`src/rtl/core/cavd_pkg.sv`:
```
// Shared types, constants and helpers for the carburetor valve duty controller.
package cavd_pkg;

  // Field widths
  localparam int unsigned RpmW    = 15;
  localparam int unsigned TempW   = 12;
  localparam int unsigned PressW  = 14;
  localparam int unsigned CorrW   = 10;
  localparam int unsigned DutyW   = 6;
  localparam int unsigned CfgIdxW = 3;
  localparam int unsigned CfgW    = 15;
  localparam int unsigned InDataW  = 88;
  localparam int unsigned OutDataW = 16;

  // Configuration register indexes
  localparam logic [CfgIdxW-1:0] CfgRpmLoop  = 3'd0;
  localparam logic [CfgIdxW-1:0] CfgTempLoop = 3'd1;
  localparam logic [CfgIdxW-1:0] CfgVacuum   = 3'd2;
  localparam logic [CfgIdxW-1:0] CfgCutHigh  = 3'd3;
  localparam logic [CfgIdxW-1:0] CfgCutLow   = 3'd4;

  // Configuration reset values
  localparam logic [RpmW-1:0]   RstRpmLoop  = 15'd100;
  localparam logic [TempW-1:0]  RstTempLoop = 12'd160;
  localparam logic [PressW-1:0] RstVacuum   = 14'd0;
  localparam logic [RpmW-1:0]   RstCutHigh  = 15'd1900;
  localparam logic [RpmW-1:0]   RstCutLow   = 15'd1600;

  // Fixed control constants
  localparam logic [RpmW-1:0]  IdleRpmLimit = 15'd1100;
  localparam logic [RpmW-1:0]  HighLoadRpm  = 15'd4000;
  localparam logic [CorrW-1:0] RichLimit    = 10'h300;  // -256
  localparam logic [DutyW-1:0] DutyMin  = 6'd16;
  localparam logic [DutyW-1:0] DutyMax  = 6'd48;
  localparam logic [DutyW-1:0] DutyHalf = 6'd32;
  localparam logic [DutyW-1:0] DutyFull = 6'd63;
  localparam logic [DutyW-1:0] DutyOff  = 6'd0;

  typedef struct packed {
    logic [RpmW-1:0]   rpm_loop_thr;
    logic [TempW-1:0]  temp_loop_thr;
    logic [PressW-1:0] vacuum_thr;
    logic [RpmW-1:0]   cutoff_rpm_high;
    logic [RpmW-1:0]   cutoff_rpm_low;
  } cfg_t;

  typedef struct packed {
    logic [CorrW-1:0]  lambda_corr;
    logic              lambda_ready;
    logic              throttle_open;
    logic [PressW-1:0] manifold_press;
    logic [PressW-1:0] atmos_press;
    logic [TempW-1:0]  coolant_temp;
    logic [RpmW-1:0]   rpm_inst;
    logic [RpmW-1:0]   rpm_avg;
  } item_t;

  typedef struct packed {
    logic             clear_lambda;
    logic [DutyW-1:0] power_valve_duty;
    logic [DutyW-1:0] idle_valve_duty;
  } result_t;

  // Clamp a scaled duty into the closed-loop window
  function automatic logic [DutyW-1:0] clamp_duty(input logic [7:0] v);
    logic [DutyW-1:0] r;
    if (v < 8'(DutyMin)) begin
      r = DutyMin;
    end else if (v > 8'(DutyMax)) begin
      r = DutyMax;
    end else begin
      r = v[DutyW-1:0];
    end
    return r;
  endfunction

endpackage

```
`src/rtl/core/cavd_cfg_regs.sv`:
```
// Configuration register file of the valve duty controller.
module cavd_cfg_regs (
  input  logic                         clk_i,
  input  logic                         rst_ni,
  input  logic                         cfg_we_i,
  input  logic [cavd_pkg::CfgIdxW-1:0] cfg_idx_i,
  input  logic [cavd_pkg::CfgW-1:0]    cfg_wdata_i,
  output cavd_pkg::cfg_t               cfg_o
);

  cavd_pkg::cfg_t cfg_q;

  // Register writes, decoded by index
  always_ff @(posedge clk_i or negedge rst_ni) begin
    if (!rst_ni) begin
      cfg_q.rpm_loop_thr    <= cavd_pkg::RstRpmLoop;
      cfg_q.temp_loop_thr   <= cavd_pkg::RstTempLoop;
      cfg_q.vacuum_thr      <= cavd_pkg::RstVacuum;
      cfg_q.cutoff_rpm_high <= cavd_pkg::RstCutHigh;
      cfg_q.cutoff_rpm_low  <= cavd_pkg::RstCutLow;
    end else if (cfg_we_i) begin
      unique case (cfg_idx_i)
        cavd_pkg::CfgRpmLoop:  cfg_q.rpm_loop_thr    <= cfg_wdata_i[cavd_pkg::RpmW-1:0];
        cavd_pkg::CfgTempLoop: cfg_q.temp_loop_thr   <= cfg_wdata_i[cavd_pkg::TempW-1:0];
        cavd_pkg::CfgVacuum:   cfg_q.vacuum_thr      <= cfg_wdata_i[cavd_pkg::PressW-1:0];
        cavd_pkg::CfgCutHigh:  cfg_q.cutoff_rpm_high <= cfg_wdata_i[cavd_pkg::RpmW-1:0];
        cavd_pkg::CfgCutLow:   cfg_q.cutoff_rpm_low  <= cfg_wdata_i[cavd_pkg::RpmW-1:0];
        default: ;
      endcase
    end
  end

  assign cfg_o = cfg_q;

endmodule

```
`src/rtl/core/cavd_duty_core.sv`:
```
// Duty law, cut-off hysteresis and held duty state of the valve controller.
module cavd_duty_core (
  input  logic              clk_i,
  input  logic              rst_ni,
  input  logic              step_i,   // item leaves the input register this cycle
  input  cavd_pkg::item_t   item_i,
  input  cavd_pkg::cfg_t    cfg_i,
  output cavd_pkg::result_t res_o
);

  logic                         cutoff_q, cutoff_d;
  logic [cavd_pkg::DutyW-1:0]   idle_q, idle_d;
  logic [cavd_pkg::DutyW-1:0]   power_q, power_d;
  logic                         clear;

  logic                         temp_ok, vac_ok, closed_loop;
  logic [cavd_pkg::PressW-1:0]  vacuum;
  logic [cavd_pkg::CorrW-1:0]   s;
  logic [cavd_pkg::DutyW-1:0]   lean_duty, rich_duty;
  logic                         not_rich;

  // s = 512 + corr in 0..1023: flipping the sign bit does the offset
  assign s = {~item_i.lambda_corr[cavd_pkg::CorrW-1], item_i.lambda_corr[cavd_pkg::CorrW-2:0]};
  // (32*s)>>9 == s>>4 ; ((32*s)>>8)+16 == (s>>3)+16
  assign lean_duty = cavd_pkg::clamp_duty(8'(s[cavd_pkg::CorrW-1:4]));
  assign rich_duty = cavd_pkg::clamp_duty(8'(s[cavd_pkg::CorrW-1:3]) + 8'(cavd_pkg::DutyMin));
  assign not_rich  = $signed(item_i.lambda_corr) > $signed(cavd_pkg::RichLimit);

  // Closed-loop enable conditions
  assign vacuum  = item_i.atmos_press - item_i.manifold_press;
  assign vac_ok  = (item_i.atmos_press > item_i.manifold_press) && (vacuum > cfg_i.vacuum_thr);
  assign temp_ok = $signed(item_i.coolant_temp) > $signed(cfg_i.temp_loop_thr);
  assign closed_loop = item_i.lambda_ready && temp_ok && vac_ok &&
                       (item_i.rpm_inst < cavd_pkg::HighLoadRpm);

  // Mode selection and duty law
  always_comb begin
    cutoff_d = cutoff_q;
    idle_d   = idle_q;
    power_d  = power_q;
    clear    = 1'b0;
    if (item_i.rpm_avg < cfg_i.rpm_loop_thr) begin
      idle_d  = cavd_pkg::DutyFull;
      power_d = cavd_pkg::DutyFull;
    end else if (closed_loop) begin
      if (item_i.throttle_open && (item_i.rpm_inst > cavd_pkg::IdleRpmLimit)) begin
        if (not_rich) begin
          idle_d  = cavd_pkg::DutyFull;
          power_d = lean_duty;
        end else begin
          idle_d  = rich_duty;
          power_d = cavd_pkg::DutyMin;
        end
      end else if (item_i.throttle_open) begin
        idle_d  = lean_duty;
        power_d = cavd_pkg::DutyHalf;
      end else if (!cutoff_q) begin
        // entering cut-off is a transition tick: duties hold
        if (item_i.rpm_inst > cfg_i.cutoff_rpm_high) begin
          cutoff_d = 1'b1;
        end else begin
          idle_d  = lean_duty;
          power_d = cavd_pkg::DutyHalf;
        end
      end else begin
        // leaving cut-off is a transition tick as well
        if (item_i.rpm_inst < cfg_i.cutoff_rpm_low) begin
          cutoff_d = 1'b0;
        end else begin
          clear   = 1'b1;
          idle_d  = cavd_pkg::DutyOff;
          power_d = cavd_pkg::DutyHalf;
        end
      end
    end else begin
      clear   = 1'b1;
      idle_d  = cavd_pkg::DutyHalf;
      power_d = cavd_pkg::DutyHalf;
    end
  end

  // State update when the item is taken
  always_ff @(posedge clk_i or negedge rst_ni) begin
    if (!rst_ni) begin
      cutoff_q <= 1'b0;
      idle_q   <= cavd_pkg::DutyFull;
      power_q  <= cavd_pkg::DutyFull;
    end else if (step_i) begin
      cutoff_q <= cutoff_d;
      idle_q   <= idle_d;
      power_q  <= power_d;
    end
  end

  assign res_o.idle_valve_duty  = idle_d;
  assign res_o.power_valve_duty = power_d;
  assign res_o.clear_lambda     = clear;

  a_cutoff_hold: assert property (@(posedge clk_i) disable iff (!rst_ni)
    !step_i |=> $stable(cutoff_q))
    else $error("cut-off state changed without an item");

  a_power_range: assert property (@(posedge clk_i) disable iff (!rst_ni)
    power_q == cavd_pkg::DutyFull ||
    (power_q >= cavd_pkg::DutyMin && power_q <= cavd_pkg::DutyMax))
    else $error("power duty out of its legal set");

  a_idle_range: assert property (@(posedge clk_i) disable iff (!rst_ni)
    idle_q == cavd_pkg::DutyFull || idle_q == cavd_pkg::DutyOff ||
    (idle_q >= cavd_pkg::DutyMin && idle_q <= cavd_pkg::DutyMax))
    else $error("idle duty out of its legal set");

endmodule

```
`src/rtl/core/carb_afr_valve_duty_control.sv`:
```
// Top level of the carburetor valve duty controller: input and result registers.
//
//  channel  | dir | handshake                     | payload
//  s_axis   | in  | s_axis_tvalid / s_axis_tready | s_axis_tdata[87:0], one control tick
//  m_axis   | out | m_axis_tvalid / m_axis_tready | m_axis_tdata[15:0], valve duties
//  cfg      | in  | cfg_we_i (always taken)       | cfg_idx_i, cfg_wdata_i
//
// One word per cycle sustained while m_axis is not stalled; a taken word passes
// from the input register through the duty logic into the result register.
// The cut-off and held duty state update as a word moves into the result
// register. Reset clears both registers' valid flags and loads the configuration defaults.
// A stall on m_axis holds the result; the input register takes one more word only
// if it is empty, then s_axis_tready drops until the result is taken.
module carb_afr_valve_duty_control (
  input  logic                          clk_i,
  input  logic                          rst_ni,
  input  logic                          s_axis_tvalid,
  output logic                          s_axis_tready,
  // rpm_avg[14:0] rpm_inst[29:15] coolant_temp[41:30] atmos_press[55:42]
  // manifold_press[69:56] throttle_open[70] lambda_ready[71] lambda_corr[81:72], zero pad
  input  logic [cavd_pkg::InDataW-1:0]  s_axis_tdata,
  output logic                          m_axis_tvalid,
  input  logic                          m_axis_tready,
  // idle_valve_duty[5:0] power_valve_duty[11:6] clear_lambda[12], zero pad
  output logic [cavd_pkg::OutDataW-1:0] m_axis_tdata,
  input  logic                          cfg_we_i,
  input  logic [cavd_pkg::CfgIdxW-1:0]  cfg_idx_i,
  input  logic [cavd_pkg::CfgW-1:0]     cfg_wdata_i
);

  cavd_pkg::cfg_t    cfg;
  cavd_pkg::item_t   item_q;
  cavd_pkg::result_t res, res_q;
  logic              in_valid_q, out_valid_q;
  logic              step, out_free;

  cavd_cfg_regs u_cfg (
    .clk_i      (clk_i),
    .rst_ni     (rst_ni),
    .cfg_we_i   (cfg_we_i),
    .cfg_idx_i  (cfg_idx_i),
    .cfg_wdata_i(cfg_wdata_i),
    .cfg_o      (cfg)
  );

  // Pipeline flow control
  assign out_free      = !out_valid_q || m_axis_tready;
  assign step          = in_valid_q && out_free;
  assign s_axis_tready = !in_valid_q || out_free;

  // Input register
  always_ff @(posedge clk_i or negedge rst_ni) begin
    if (!rst_ni) begin
      in_valid_q <= 1'b0;
    end else if (s_axis_tready) begin
      in_valid_q <= s_axis_tvalid;
    end
  end

  always_ff @(posedge clk_i) begin
    if (s_axis_tready && s_axis_tvalid) begin
      item_q <= s_axis_tdata[$bits(cavd_pkg::item_t)-1:0];
    end
  end

  cavd_duty_core u_core (
    .clk_i (clk_i),
    .rst_ni(rst_ni),
    .step_i(step),
    .item_i(item_q),
    .cfg_i (cfg),
    .res_o (res)
  );

  // Result register
  always_ff @(posedge clk_i or negedge rst_ni) begin
    if (!rst_ni) begin
      out_valid_q <= 1'b0;
    end else if (out_free) begin
      out_valid_q <= in_valid_q;
    end
  end

  always_ff @(posedge clk_i) begin
    if (step) begin
      res_q <= res;
    end
  end

  assign m_axis_tvalid = out_valid_q;
  assign m_axis_tdata  = cavd_pkg::OutDataW'(res_q);

  a_clear_half_power: assert property (@(posedge clk_i) disable iff (!rst_ni)
    out_valid_q && res_q.clear_lambda |-> res_q.power_valve_duty == cavd_pkg::DutyHalf)
    else $error("lambda clear without half power duty");

  a_stall_full: assert property (@(posedge clk_i) disable iff (!rst_ni)
    !s_axis_tready |-> in_valid_q && out_valid_q)
    else $error("input stalled while a register is empty");

  a_step_result: assert property (@(posedge clk_i) disable iff (!rst_ni)
    step |=> out_valid_q)
    else $error("word taken by the duty logic did not reach the result register");

endmodule

```
`config.mk`:
```
export PLATFORM = sky130hd
export DESIGN_NAME = carb_afr_valve_duty_control
export DESIGN_NICKNAME = d
export VERILOG_FILES = /design/src/rtl/core/cavd_pkg.sv /design/src/rtl/core/cavd_cfg_regs.sv /design/src/rtl/core/cavd_duty_core.sv /design/src/rtl/core/carb_afr_valve_duty_control.sv
export SDC_FILE = /design/constraint.sdc
export NUM_CORES = 1
export LEC_CHECK = 0
export BUFFER_PORTS_ARGS = -buffer_cell sky130_fd_sc_hd__buf_2
export CAP_MARGIN = 20
export CORE_ASPECT_RATIO = 0.6
export CORE_MARGIN = 2
export CORE_UTILIZATION = 33
export CTS_BUF_LIST = sky130_fd_sc_hd__clkbuf_16
export DETAILED_ROUTE_END_ITERATION = 8
export PLACE_DENSITY = 0.53
export SLEW_MARGIN = 10
export SYNTH_ARGS = -nofsm -noshare
export SYNTH_HDL_FRONTEND = slang
export SYNTH_HIERARCHICAL = 1
export SYNTH_SLANG_ARGS = --single-unit
```
`constraint.sdc`:
```
create_clock -name clk_i -period 4.5 [get_ports clk_i]
set_clock_uncertainty 0.2 [all_clocks]
set_input_delay 0.225 -clock clk_i [delete_from_list [all_inputs] [get_ports clk_i]]
set_output_delay 0.225 -clock clk_i [all_outputs]
set_load 0.03 [all_outputs]
```
# After elaboration in Yosys (flattened, before gate mapping)
# Index checks and enable logic that the tools add are counted.
classes:
  n_addsub: 2
  n_lt_le_gt_ge: 13
  eq_ne: 4
  n_mux: 27
  bitwise: 4
  reduce_logical: 18
ops:
  columns: ["cell", "n"]
  rows:
  - ["$mux 6", 20]
  - ["$lt 15x15->1", 2]
  - ["$gt 14x14->1", 2]
  - ["$gt 15x11->1 const B", 1]
  - ["$gt 15x15->1", 1]
  - ["$lt 15x12->1 const B", 1]
  - ["$sub 14x14->14", 1]
  - ["$gt 12x12->1", 1]
  - ["$gt 10x9->1 const B", 1]
  - ["$reduce_and 2->1", 5]
  - ["$add 7x5->8 const B", 1]
  - ["$gt 8x6->1 const B", 1]
  - ["$lt 8x5->1 const B", 1]
  - ["$logic_and 1x1->1", 7]
  - ["$mux 1", 7]
  - ["$eq 3x2->1 const B", 2]
  - ["$gt 6x6->1 const B", 1]
  - ["$lt 6x5->1 const B", 1]
  - ["$reduce_and 5->1", 1]
  - ["$not 1->1", 4]
  - ["$eq 3x1->1 const B", 1]
  - ["$eq 3x3->1 const B", 1]
  - ["$logic_not 3->1", 1]
  - ["$logic_not 1->1", 2]
  - ["$logic_or 1x1->1", 2]
totals:
  register_bits: 181
  in_bits: 111
  output_inout_bits: 18
  word_cells: 89

# Logic depth before layout (Yosys ltp)
# Gate-level depths: netlist of run 1.
depth:
  word_depth: 10
  depth_mapped: 19
  depth_no_buf: 17

# Cells and area by module
# Netlist of run 1, hierarchy kept.
modules_own_cells:
  columns: ["mod", "instances", "cells_per_inst", "area_per_inst_um2", "seq_area_each_um2"]
  rows:
  - ["cavd_duty_core", 1, 498, 3726.1, 340.3]
  - ["carb_afr_valve_duty_control", 1, 107, 2982.9, 2902.8]
  - ["cavd_cfg_regs", 1, 154, 2722.6, 1795.5]

# Worst setup path after synthesis of run 1
# Ideal clock, no wire load.
synth_timing:
  path_type: "reg-to-reg"
  startpoint: "reg item_q[46] (netlist bit)"
  endpoint: "reg res_q, in the netlist m_axis_tdata[12], data pin"
  t_arrival_ns: 3.478
  required_ns: 4.049
  setup_slack_ns: 0.571
  stages_incl_launch_ff: 18
  period_less_slack_ns: 3.929
  cell_sequence: "edfxtp_1 ha_1 or2_2 a21oi_1 a31oi_1 a2111oi_0 o21bai_1 a21oi_1 xnor2_1 ha_1 nand4_1 nor3_1 a21boi_0 o41a_2 buf_6 nand2_2 o21a_1 buf_4"
synth_between:
  elab_chain_len: 6
  word_cells_on_any_way: 7
  cone_classes: "1 x add/sub; 2 x order compare; 1 x mux; 3 x reduce/logical"
synth_lines:
  columns: ["element", "line_no", "rtl"]
  rows:
  - ["start, declared", "carb_afr_valve_duty_control.sv:32", "cavd_pkg::item_t item_q;"]
  - ["start signal, assigned", "carb_afr_valve_duty_control.sv:62", "item_q <= s_axis_tdata[$bits(cavd_pkg::item_t)-1:0];"]
  - ["$sub 14x14->14", "cavd_duty_core.sv:30", "assign vacuum = item_i.atmos_press - item_i.manifold_press;"]
  - ["$gt 14x14->1", "cavd_duty_core.sv:31", "assign vac_ok = (item_i.atmos_press > item_i.manifold_press) && (vacuum > cfg_i.vacuum_thr);"]
  - ["$logic_and 1x1->1 *", "cavd_duty_core.sv:31", null]
  - ["$logic_and 1x1->1 * (2 in a row)", "cavd_duty_core.sv:33", "assign closed_loop = item_i.lambda_ready && temp_ok && vac_ok &&"]
  - ["$mux 1 *", "cavd_duty_core.sv:45", "end else if (closed_loop) begin"]
  - ["end signal, assigned", "carb_afr_valve_duty_control.sv:86", "res_q <= res;"]
  - ["end, declared", "carb_afr_valve_duty_control.sv:33", "cavd_pkg::result_t res, res_q;"]
# Every way passes the cells marked *; elsewhere a longest branch is shown, timed or not.
# A chain may end at the register's enable or synchronous reset.

# Worst setup path in the final report of run 1
layout_timing:
  startpoint: "reg item_q[57] (netlist bit)"
  endpoint: "reg u_core/power_q[5] (netlist bit)"
layout_between:
  elab_chain_len: 7
  word_cells_on_any_way: 8
  cone_classes: "1 x add/sub; 2 x order compare; 2 x mux; 3 x reduce/logical"
layout_lines:
  columns: ["element", "line_no", "rtl"]
  rows:
  - ["$sub 14x14->14", "cavd_duty_core.sv:30", null]
  - ["$gt 14x14->1", "cavd_duty_core.sv:31", null]
  - ["$logic_and 1x1->1 *", "cavd_duty_core.sv:31", null]
  - ["$logic_and 1x1->1 * (2 in a row)", "cavd_duty_core.sv:33", null]
  - ["$mux 6 *", "cavd_duty_core.sv:45", null]
  - ["$mux 6 *", "cavd_duty_core.sv:42", "if (item_i.rpm_avg < cfg_i.rpm_loop_thr) begin"]
  - ["end signal, assigned", "cavd_duty_core.sv:87", "power_q <= cavd_pkg::DutyFull;"]
  - ["end signal, assigned", "cavd_duty_core.sv:91", "power_q <= power_d;"]
  - ["end, declared", "cavd_duty_core.sv:13", "logic [cavd_pkg::DutyW-1:0] power_q, power_d;"]
# Marks and branches as above.

==> results of run 1 <==
==> layout make-up <==
type | instances | area, sq um | area share, %
multi-input combinational | 461 | 3930 | 32.6
inverter | 99 | 372 | 3.08
timing repair buffer | 232 | 1700 | 14.1
clock inverter | 13 | 88.8 | 0.736
clock buffer | 19 | 475 | 3.94
tap | 367 | 459 | 3.81
sequential | 181 | 5040 | 41.8
==> layer usage <==
metal,GRT usage (%),wire (um)
met5,0,0
met4,3.15,172
met3,4.03,991
met2,21.6,9240
met1,23.0,11800
==> worst max path at each step <==
stage | end | cells past startpoint
global placement | u_core/power_q[2] | 17
detailed placement | m_axis_tdata[12] | 16
floorplan | m_axis_tdata[12] | 17
global route | u_core/power_q[5] | 18
CTS | m_axis_tdata[12] | 16
finish | u_core/power_q[5] | 18
==> synth_stat cells, drive strengths merged (9+ instances only) <==
cell type / count
a21oi: 50
buf: 18
dfrtp: 59
dfstp: 27
edfxtp: 95
ha: 86
inv: 99
mux2: 72
nand2: 27
nand2b: 11
nand3: 10
nand4: 16
nor2: 26
o211ai: 11
o21ai: 29
o31ai: 9
xnor2: 11
==> layout by cell type (no fill, tap or decap), drive strengths merged, types with 4 or more instances in the layout <==
master and count:
a211oi 4, a21o 7, a21oi 50, and2 4
and3 7, buf 131, clkbuf 19, dfrtp 59
dfstp 27, dlygate4sd3 101, edfxtp 95, ha 86
inv 109, mux2 72, mux2i 4, nand2 27
nand2b 11, nand3 10, nand3b 5, nand4 16
nor2 26, nor2b 8, nor3 5, nor4 4
o211ai 11, o21a 4, o21ai 29, o221ai 5
o31ai 9, xnor2 11
==> sequential cells by signal, indices dropped and copies added, names as in the netlist <==
| register | flops |
|---|---|
| u_core/power_q | 6 |
| u_core/cutoff_q | 1 |
| in_valid_q | 1 |
| m_axis_tdata | 13 |
| item_q | 82 |
| m_axis_tvalid | 1 |
| u_cfg/cfg_o | 71 |
| u_core/idle_q | 6 |
==> power groups by stage <==
stage	sequential [mW]	clock, mW	combinational, mW
6_report	2.19	1.44	1.15
3_3_place_gp	2.21	0	1.06
5_1_grt	2.22	1.56	1.31
2_1_floorplan	2.21	0	0.760
3_5_place_dp	2.22	0	1.08
4_1_cts	2.19	1.50	1.15
==> per-stage QoR <==
stage	hold WS (ns)	total power, mW	util (%)
final	0.138	4.78	43.4
after global routing	0.133	5.10	43.4
after CTS	0.109	4.84	43.2
after detailed placement	0.142	3.30	37.5
after global placement	0.147	3.27	37.5
after floorplan	-0.271	2.97	-
==> kinds of logic after synthesis <==
group	count (synthesis)	synth area share (%)
flip-flops	181	53.4
multiplexers	76	9.02
XOR/XNOR	12	1.11
adder cells (fa/ha/maj)	87	11.6
buffers and inverters	119	5.51
other	1	0.0398
AO/OA/AOI/OAI	149	11.1
AND/OR/NAND/NOR	134	8.17
==> repair_timing <==
| action | 4_1_cts | 5_1_grt |
|---|---|---|
| setup endpoints to repair | 0 | 23 |
| resized for setup | 0 | 8 |
| buffers inserted | 0 | 3 |
| endpoints found under the hold margin | 192 | 0 |
| hold buffers | 101 | 0 |
==> worst reg2reg max path, cell delays in order, from the launching register on <==
cell,delay (ns)
edfxtp_1,0.42
inv_1,0.08
ha_1,0.23
nor2b_1,0.14
o211ai_1,0.27
a31oi_2,0.18
buf_4,0.18
a211o_1,0.25
a21oi_1,0.19
xnor2_1,0.18
ha_1,0.30
nand4_1,0.13
nor3_2,0.07
a21boi_1,0.14
o41a_4,0.59
buf_4,0.22
buf_4,0.16
a41oi_2,0.14
o32a_1,0.17
==> impl_results.md, run 1 <==
- Outcome: completed
- Clk_lat worst skew: 0.44 ns
- Slew @ Worst Pin: ~1.1 ns
- Synth top area share: between 30% and 40%
- Die Span X: 222 um
- Initial antenna violation count: 0
- Tmin final: 4.28 ns
- N_diodes: 0
- Grt ovf: 0
- Sw frac: 29.4%
- P&R area growth vs syn: 27.9%
- # rows: 47
- Final #Nets: 1190
- Routed WL per cell: 16.2 um
- CP Class: reg -> reg
- Critical Path Max Stage Delay: between 0.5 and 0.6 ns
- Synthesized area: 0.00943 sq mm
- Clock sinks: between 150 and 200
- Pleak: 5.20 nW
- Fillers: 2637
- CTS tree: yes
- Clock Tree Buf Depth: 2
- CP top delay family: compound AO/OA/AOI/OAI gates
- Startpoint class of the critical path: register
- Worst R2R Start: item_q[57]
- Final setup fails: 0
- Placed Area: 0.0104 sq mm
- Crit path max fanout: 7
- CTS H-tree lvls: 4
- Cells on worst reg2reg path: 18
- Routed Antenna Nets: 0
- FFs w/ async S/R, synth: a little under half
- Die Span Y: 135 um
- Cell Pwr Density: between 300 and 400 mW/mm^2
- Total core area: 0.0278 sq mm
- Number of enable flip-flop cells after synthesis: between 90 and 100
- Setup WS pre-CTS: 0.235 ns
- Worst path bufs/invs: 4
- Final Hold Viols: 0
- Unique cell type count in the Yosys netlist: 76
- 1st-pass router iterations: 7
- Vias: approximately 6500
- Hold Path Sink: u_cfg/cfg_o[68]
- Post-layout instance area: 0.0121 sq mm
- Die area: 0.0300 sq mm
- Seq/Total Area, Yosys: between 50% and 60%
- Slowest cell on crit path: o41a_4
- Fin cells: 1372
- R2R Setup Slk: 0.22 ns
- Worst slew margin: 26.1%
- Combinational share of power: about a quarter
- #FFs+latches synth: approximately 180
- Vias/cell: 4.71
- Max IR drop VDD: 0.000292 V
- Final WS setup: 0.218 ns
- Setup TNS: 0 ns
- Number of global-route vias before repair: 6401
- Prevailing post-synth register cell: edfxtp_1
- DRC viols: 0
- CP Capture Type: register
- Global-route wire length before repair: 35000 um
- Share of cells above drive strength 1: between 20% and 30%
- Largest area contributor in the synthesized netlist: edfxtp_1
- Clock power share: 30.1%
- CTS buffer count: 17
- DP HPWL: approximately 16000 um
- RSZ-0062 raised after global routing: false
- Root Buffer: clkbuf_16
- Final period utilization: 95.2%
- Final GP Congestion: 0.802
- Fmax: 234 MHz
- Worst R2R End: u_core/power_q[5]
- Min-Delay Path Class: in -> reg
- Crit path top cell by count: buf_4
- Syn Inst Count: 759
- Synth warnings: 6
- CP cell instances: inv_1, ha_1, nor2b_1, o211ai_1, a31oi_2, buf_4, a211o_1, a21oi_1, xnor2_1, ha_1, nand4_1, nor3_2, a21boi_1, o41a_4, buf_4, buf_4, a41oi_2, o32a_1
- Clock transition at path regs: 0.07 ns
- PortBufs: 119
- Int Pwr: between 3 and 4 mW
- Hold Path Stages: 3
- Synth area leaders: edfxtp_1 30%, dfrtp_1 16%, ha_1 11%
- Top Ports: 129
- DRT Wirelength: 22200 um
- Starting density of the core: 33.9%
- Post-placement cell count: 1236
- Worst Path Arrival: 4.47 ns
- 1st-iter DRT viols: 437
- Crit. Startpoint: item_q[57]
- Max Cap Viol: 0
- HP Start: cfg_idx_i[2]
- Reg power frac: roughly 46%
- Final Max Slew Viols: 0
- Largest net degree at the start of global routing: between 60 and 70
- WP data required: 4.68 ns
- Mean post-synth cell area: about 12 sq um
- Net Switching: 1.41 mW
- Tot GR Track Use: 15.2%
Note: power is estimated with default switching activity, not from simulation.
==> inputs of run 2 (changes only) <==
--- a/config.mk
+++ b/config.mk
@@ -5,6 +5,7 @@
 export SDC_FILE = /design/constraint.sdc
 export NUM_CORES = 1
 export LEC_CHECK = 0
+export ABC_AREA = 1
 export BUFFER_PORTS_ARGS = -buffer_cell sky130_fd_sc_hd__buf_2
 export CAP_MARGIN = 20
 export CORE_ASPECT_RATIO = 0.6
==> run 2 against run 1 <==
Compared with the run above:
- synthesized cell count grew 45%
- utilization shrank 0.43 points
- combinational power is essentially flat
- die area grew 3.9%
- global-route usage grew 1.1 points
- clock power grew 3%
- via count grew 20%
- first-iteration DRC count grew 28%
- critical endpoint is now m_axis_tdata[5]
- largest cell class unchanged
- largest power group unchanged
==> impl_results.md, run 2 <==
- Pwr Total: 4.76 mW (-0.46%)
- Biggest register: item_q
- Min-Delay Path Class: in -> reg
- 1st-pass router iterations: 7 (unchanged)
- Clock transition at path regs: 0.07 ns (about the same)
- Mean post-synth cell area: 8.93 sq um (-28%)
- Vias/cell: 4.47 (-5.0%)
- Placed Area: 0.0108 sq mm (+3.6%)
- CP Capture Type: register
- Final Max Slew Viols: 0 (unchanged)
- Final period utilization: 89.1% (-6.1 points)
- #FFs+latches synth: 181 (unchanged)
- Largest register FFs: 82 (unchanged)
- Post-layout instance area: 0.0125 sq mm (+3.2%)
- CTS H-tree lvls: 4 (unchanged)
- Syn Inst Count: 1099 (+45%)
- Count leader, synth: nand2_1
- Worst slew margin: 34.7% (+8.7 points)
- Final GP Congestion: 0.829 (+3.4%)
- WL met3: 1220 um (+23%)
- Vias: 7778 (+20%)
- Post-placement cell count: 1600 (+29%)
- Clk_lat worst skew: 0.45 ns (about the same)
- # rows: 48 (+2.1%)
- Pleak: 6.03 nW (+16%)
- CTS buffer count: 17 (unchanged)
- Commonest cells post-synth: 369 x nand2_1, 163 x inv_1, 95 x edfxtp_1, 86 x ha_1, 84 x nand3_1
- Crit path max fanout: 5 (-2)
- Starting density of the core: 33.8% (-0.091 points)
- Grt ovf: 0 (unchanged)
- Tmin final: 4.01 ns (-0.274 ns)
- Root Buffer: clkbuf_16
- Die Span Y: 138 um (+1.9%)
- Clock Tree Buf Depth: 2 (unchanged)
- Routed WL per cell: 13.9 um (-14%)
- Seq/Total Area, Yosys: 51.4% (-2.1 points)
- Number of global-route vias before repair: 7506 (+17%)
- Worst Path Arrival: 4.02 ns (-0.45 ns)
- Synthesized area: 0.00981 sq mm (+4.0%)
- Outcome: completed
- PortBufs: 119 (unchanged)
- # Post-CTS Setup Buffers: 0 (unchanged)
- Die area: 0.0312 sq mm (+3.9%)
- DP HPWL: 17100 um (+8.3%)
- Largest area contributor in the synthesized netlist: edfxtp_1
- Tot GR Track Use: 16.3% (+1.1 points)
- Max IR drop VDD: 0.000238 V (-19%)
- Top sig layer: met4
- Synth area leaders: edfxtp_1 29%, dfrtp_1 15%, nand2_1 14%
- Fin cells: 1739 (+27%)
- Die Span X: 227 um (+1.9%)
- 1st-iter DRT viols: 559 (+28%)
- Unique cell type count in the Yosys netlist: 42 (-45%)
- Clock sinks: 181 (unchanged)
- Fmax: 249 MHz (+6.8%)
- CP Class: reg -> reg
- Met1 Routed Length: 12600 um (+6.6%)
- Final setup fails: 0 (unchanged)
- R2R Setup Slk: 0.49 ns (+0.27 ns)
- Number of enable flip-flop cells after synthesis: 95 (unchanged)
- Largest net degree at the start of global routing: 61 (-6.2%)
- FFs w/ async S/R, synth: 47.5% (unchanged)
- Synth top area share: 29.1% (-1.2 points)
- P&R area growth vs syn: 27.0%
- CTS tree: yes
- Startpoint class of the critical path: register
- Final #Nets: 1524 (+28%)
- RSZ-0062 raised after global routing: false
- Most frequent cells in the layout: 369 x nand2_1, 162 x inv_1, 118 x buf_2
- Worst hold slack: 0.0568 ns (-0.0813 ns)
- Share of cells above drive strength 1: 16.9% (-12 points)
- Top Ports: 129 (unchanged)
- Max Cap Viol: 0 (unchanged)
- Global-route wire length before repair: 38600 um (+10%)
- Slew @ Worst Pin: 0.976 ns (-0.128 ns)
- N_diodes: 0 (unchanged)
- Setup TNS: 0 ns (unchanged)
- Prevailing post-synth register cell: edfxtp_1
- Cell Pwr Density: 382 mW/mm^2 (-3.6%)
- Routed wl met2: 10200 um (+9.9%)
- Final Hold Viols: 0 (unchanged)
- Total core area: 0.0290 sq mm (+4.3%)
- Initial antenna violation count: 0 (unchanged)
- DRC viols: 0 (unchanged)
- Synth warnings: 6 (unchanged)
- Routed Antenna Nets: 0 (unchanged)
- WP data required: 4.51 ns (-0.17 ns)
- DRT Wirelength: 24200 um (+9.0%)
- Leading cell type in the layout, fill and taps excluded: nand2_1
==> run 2: changes by cell type after synthesis, moves of 7 or more <==
cell,delta
buf_2,+10
nor2b_1,-8
nand2b_1,-11
nand2_2,+14
o21ai_0,-8
o211ai_1,-7
mux2_2,-72
a21oi_1,-8
nor2_1,+8
inv_1,+64
nand2_1,+343
nand3_1,+74
nand3_2,+8
==> run 2: path summary, 6_finish.rpt <==
check | start | endpoint | cells past startpoint
worst max-delay path | item_q[47] | m_axis_tdata[5] | 20
worst min-delay path | cfg_idx_i[2] | u_cfg/cfg_o[49] | 4
worst max register to register | item_q[47] | m_axis_tdata[5] | 20
worst min register to register | u_cfg/cfg_o[9] | u_cfg/cfg_o[9] | 2
max in group asynchronous | rst_ni | u_cfg/cfg_o[6] | 3
min in group asynchronous | rst_ni | u_cfg/cfg_o[53] | 2
==> run 2: kinds of logic (layout without fill, tap and decap cells) <==
logic type | Yosys count | count (layout) | share of synthesized area (%)
buffers and inverters | 194 | 432 | 8.02
AND/OR/NAND/NOR | 548 | 548 | 24.1
XOR/XNOR | 12 | 12 | 1.07
AO/OA/AOI/OAI | 76 | 76 | 4.26
flip-flops | 181 | 181 | 51.4
other | 1 | 3 | 0.0382
adder cells (fa/ha/maj) | 87 | 87 | 11.2
==> run 2: layout make-up <==
type	count	area [sq um]
fill	2839	16600
timing repair buffer	232	1710
inverter	168	632
tap	400	500
clock buffer	19	475
multi-input combinational	726	4000
clock inverter	13	101
sequential	181	5040
==> run 2: timing repair <==
item / 4_1_cts / 5_1_grt
setup endpoints to repair: 0 / 1
hold buffers: 107 / 0
hold endpoints to repair: 190 / 0
gates resized for setup: 0 / 1
==> run 2: routing by layer <==
metal  track usage, %  up-vias
met2             24.1      169
met1             24.1     3587
met3             3.52       19
li1                 -     4003
met4             4.06        0
met5                0        -
==> run 2: report_power, final <==
| group | switching (mW) | total (mW) | internal, mW | leakage [nW] |
|---|---|---|---|---|
| clock | 0.702 | 1.49 | 0.788 | 0.291 |
| sequential | 0.126 | 2.15 | 2.02 | 1.93 |
| combinational | 0.678 | 1.12 | 0.444 | 3.81 |
==> run 2: metrics by stage <==
stage | worst slack (ns) | util (%)
6_report | 0.491 | 42.9
3_5_place_dp | 0.415 | 37.3
2_1_floorplan | 0.927 | -
3_3_place_gp | 0.455 | 37.3
4_1_cts | 0.382 | 42.9
5_1_grt | 0.136 | 42.9
==> run 2: critical path, cell delays in order, from the launching register on <==
cell      delay [ns]
edfxtp_1        0.38
ha_1            0.38
nand2_1         0.11
inv_1           0.07
nand2_1         0.08
nand3_2         0.12
a31o_2          0.24
a21boi_0        0.34
o21bai_1        0.13
xor2_1          0.16
ha_1            0.27
nand2_1         0.08
nor3_1          0.19
nand2_1         0.07
a21oi_1         0.15
nand2_1         0.15
nor3_2          0.24
buf_4           0.17
nand2_1         0.06
nor2_2          0.13
inv_1           0.05
==> inputs of run 3 (changes only) <==
--- a/config.mk
+++ b/config.mk
@@ -13,6 +13,7 @@
 export CORE_UTILIZATION = 33
 export CTS_BUF_LIST = sky130_fd_sc_hd__clkbuf_16
 export DETAILED_ROUTE_END_ITERATION = 8
+export GPL_TIMING_DRIVEN = 0
 export PLACE_DENSITY = 0.53
 export SLEW_MARGIN = 10
 export SYNTH_ARGS = -nofsm -noshare
==> run 3 against run 2 <==
Compared with the run above:
- first-iteration DRC count decreased by 21%
- sequential cell count is the same
- sequential share of layout area decreased by 0.56 points
- clock power barely moved
- total power grew 0.12%
- non-clock buffer count increased by 23
- combinational power hardly changed
- cell count increased by 1.3%
- routed wire length rose by 2.4%
==> impl_results.md, run 3 (synthesized netlist as in run 2, its figures left out) <==
- Min-Delay Path Class: in -> async
- Root Buffer: clkbuf_16
- Outcome: completed
- Grt ovf: 0 (unchanged)
- CP Class: reg -> reg
- Top Ports: 129 (unchanged)
- Placed Area: 0.0110 sq mm (+1.7%)
- Slew @ Worst Pin: 0.679 ns (-0.297 ns)
- Share of cells above drive strength 1: 18.0% (+1.1 points)
- P&R area growth vs syn: 28.8%
- Pwr Total: 4.77 mW (+0.12%)
- Tot GR Track Use: 16.9% (+0.57 points)
- Slowest cell on crit path: edfxtp_1
- Clk_lat worst skew: 0.45 ns (about the same)
- Starting density of the core: 33.8% (unchanged)
- CTS buffer count: 17 (unchanged)
- Tmin final: 4.09 ns (+0.0787 ns)
- Largest net degree at the start of global routing: 46 (-25%)
- Worst Path Arrival: 4.08 ns (+0.06 ns)
- Die area: 0.0312 sq mm (unchanged)
- Max IR drop VDD: 0.000229 V (-3.8%)
- Critical Path Max Stage Delay: 0.39 ns (about the same)
- DP HPWL: 18100 um (+6.4%)
- Post-layout instance area: 0.0126 sq mm (+1.4%)
- WP data required: 4.50 ns (about the same)
- CTS tree: yes
- Startpoint class of the critical path: register
- Final setup fails: 0 (unchanged)
- Die Span X: 227 um (unchanged)
- Biggest register: item_q
- RSZ-0062 raised after global routing: false
- Routed Antenna Nets: 0 (unchanged)
- Final Hold Viols: 0 (unchanged)
- CP top delay family: compound AO/OA/AOI/OAI gates
- Final GP Congestion: 0.868 (+4.7%)
- Max Cap Viol: 0 (unchanged)
- Vias/cell: 4.43 (-1.1%)
- Vias: 7798 (+0.26%)
- Final Max Slew Viols: 0 (unchanged)
- Total core area: 0.0290 sq mm (unchanged)
- N_diodes: 0 (unchanged)
- DRT Wirelength: 24800 um (+2.4%)
- Routed WL per cell: 14.1 um (+1.1%)
- 1st-iter DRT viols: 441 (-21%)
- # rows: 48 (unchanged)
- Number of global-route vias before repair: 7644 (+1.8%)
- Crit path max fanout: 10 (+5)
- Crit. Startpoint: item_q[44]
- DRC viols: 0 (unchanged)
- Worst path bufs/invs: 2 (-1)
- PortBufs: 119 (unchanged)
- CTS H-tree lvls: 4 (unchanged)
- Final period utilization: 90.8% (+1.7 points)
- Setup TNS: 0 ns (unchanged)
- Initial antenna violation count: 0 (unchanged)
- Final #Nets: 1547 (+1.5%)
- Cell Pwr Density: 377 mW/mm^2 (-1.3%)
- Layout Utilization: 43.5% (+0.60 points)
- Clock transition at path regs: 0.07 ns (about the same)
- CP cell instances: ha_1, a21oi_1, o21ai_1, a21oi_1, o21ai_1, a21o_1, a21oi_1, xnor2_1, ha_1, nand2_1, nor3_1, nand2_1, a21oi_1, nand2_1, nor3_2, buf_6, nand2_1, nor2_2, inv_1
- Clock sinks: 181 (unchanged)
- Worst R2R Start: item_q[44]
- Most frequent cells in the layout: 369 x nand2_1, 163 x inv_1, 135 x buf_2
- 1st-pass router iterations: 5 (-2)
- Fmax: 245 MHz (-1.9%)
- Clock Tree Buf Depth: 2 (unchanged)
- Die Span Y: 138 um (unchanged)
- Fillers: 2922 (+2.9%)
- Leading cell type in the layout, fill and taps excluded: nand2_1
- Pleak: 6.15 nW (+2.0%)
- Worst hold slack: 0.165 ns (+0.108 ns)
- Global-route wire length before repair: 39900 um (+3.3%)
- Largest register FFs: 82 (unchanged)
- Worst slew margin: 54.7% (+20 points)
- CP Capture Type: register
run 3: changes by cell type in the layout (fill, tap and decap cells not counted), sizes merged:
cell,change
buf,+22
clkbuf,+2
clkinv,+5
clkinvlp,-1
inv,-5
run 3: routing by layer:
metal  up-vias  share of wire [%]  global-route usage (%)
li1       4044                  -                       -
met1      3591                 52                    24.3
met2       146                 42                    25.2
met3        17                5.0                    4.48
met4         0               0.90                    4.09
met5         -                  0                       0
run 3: final timing paths:
path	endpoint	slack, ns	depth (start not counted)
worst max-delay path	m_axis_tdata[5]	0.41	19
worst min-delay path	m_axis_tvalid	0.16	2
max in group asynchronous	u_cfg/cfg_o[6]	3.23	3
min in group clk_i	u_cfg/cfg_o[51]	0.26	2
worst min register to register	u_cfg/cfg_o[51]	0.26	2
worst max register to register	m_axis_tdata[5]	0.41	19
run 3: repair_timing:
item | 4_1_cts | 5_1_grt
buffers inserted | 0 | 0
setup endpoints to repair | 0 | 4
gates resized for setup | 0 | 3
hold endpoints to repair | 176 | 0
hold buffers | 107 | 0
run 3: per-stage QoR:
step / cells / setup WS (ns)
after floorplan: 1101 / 0.927
after global placement: 1620 / 0.231
after detailed placement: 1623 / 0.198
after CTS: 1762 / 0.155
after global routing: 1762 / 0.0535
final: 1762 / 0.413
run 3: cell type report:
| class | count | area [sq um] | area share, % |
|---|---|---|---|
| buffer | 26 | 156 | 1.24 |
| multi-input combinational | 726 | 4000 | 31.6 |
| sequential | 181 | 5040 | 39.9 |
| tap | 400 | 500 | 3.96 |
| clock buffer | 20 | 500 | 3.96 |
| inverter | 168 | 633 | 5.01 |
| clock inverter | 12 | 71.3 | 0.565 |
| timing repair buffer | 229 | 1740 | 13.7 |
run 3: report_power, final:
group,internal [mW],switching (mW),total (mW)
combinational,0.464,0.683,1.15
sequential,2.02,0.128,2.15
clock,0.801,0.666,1.47
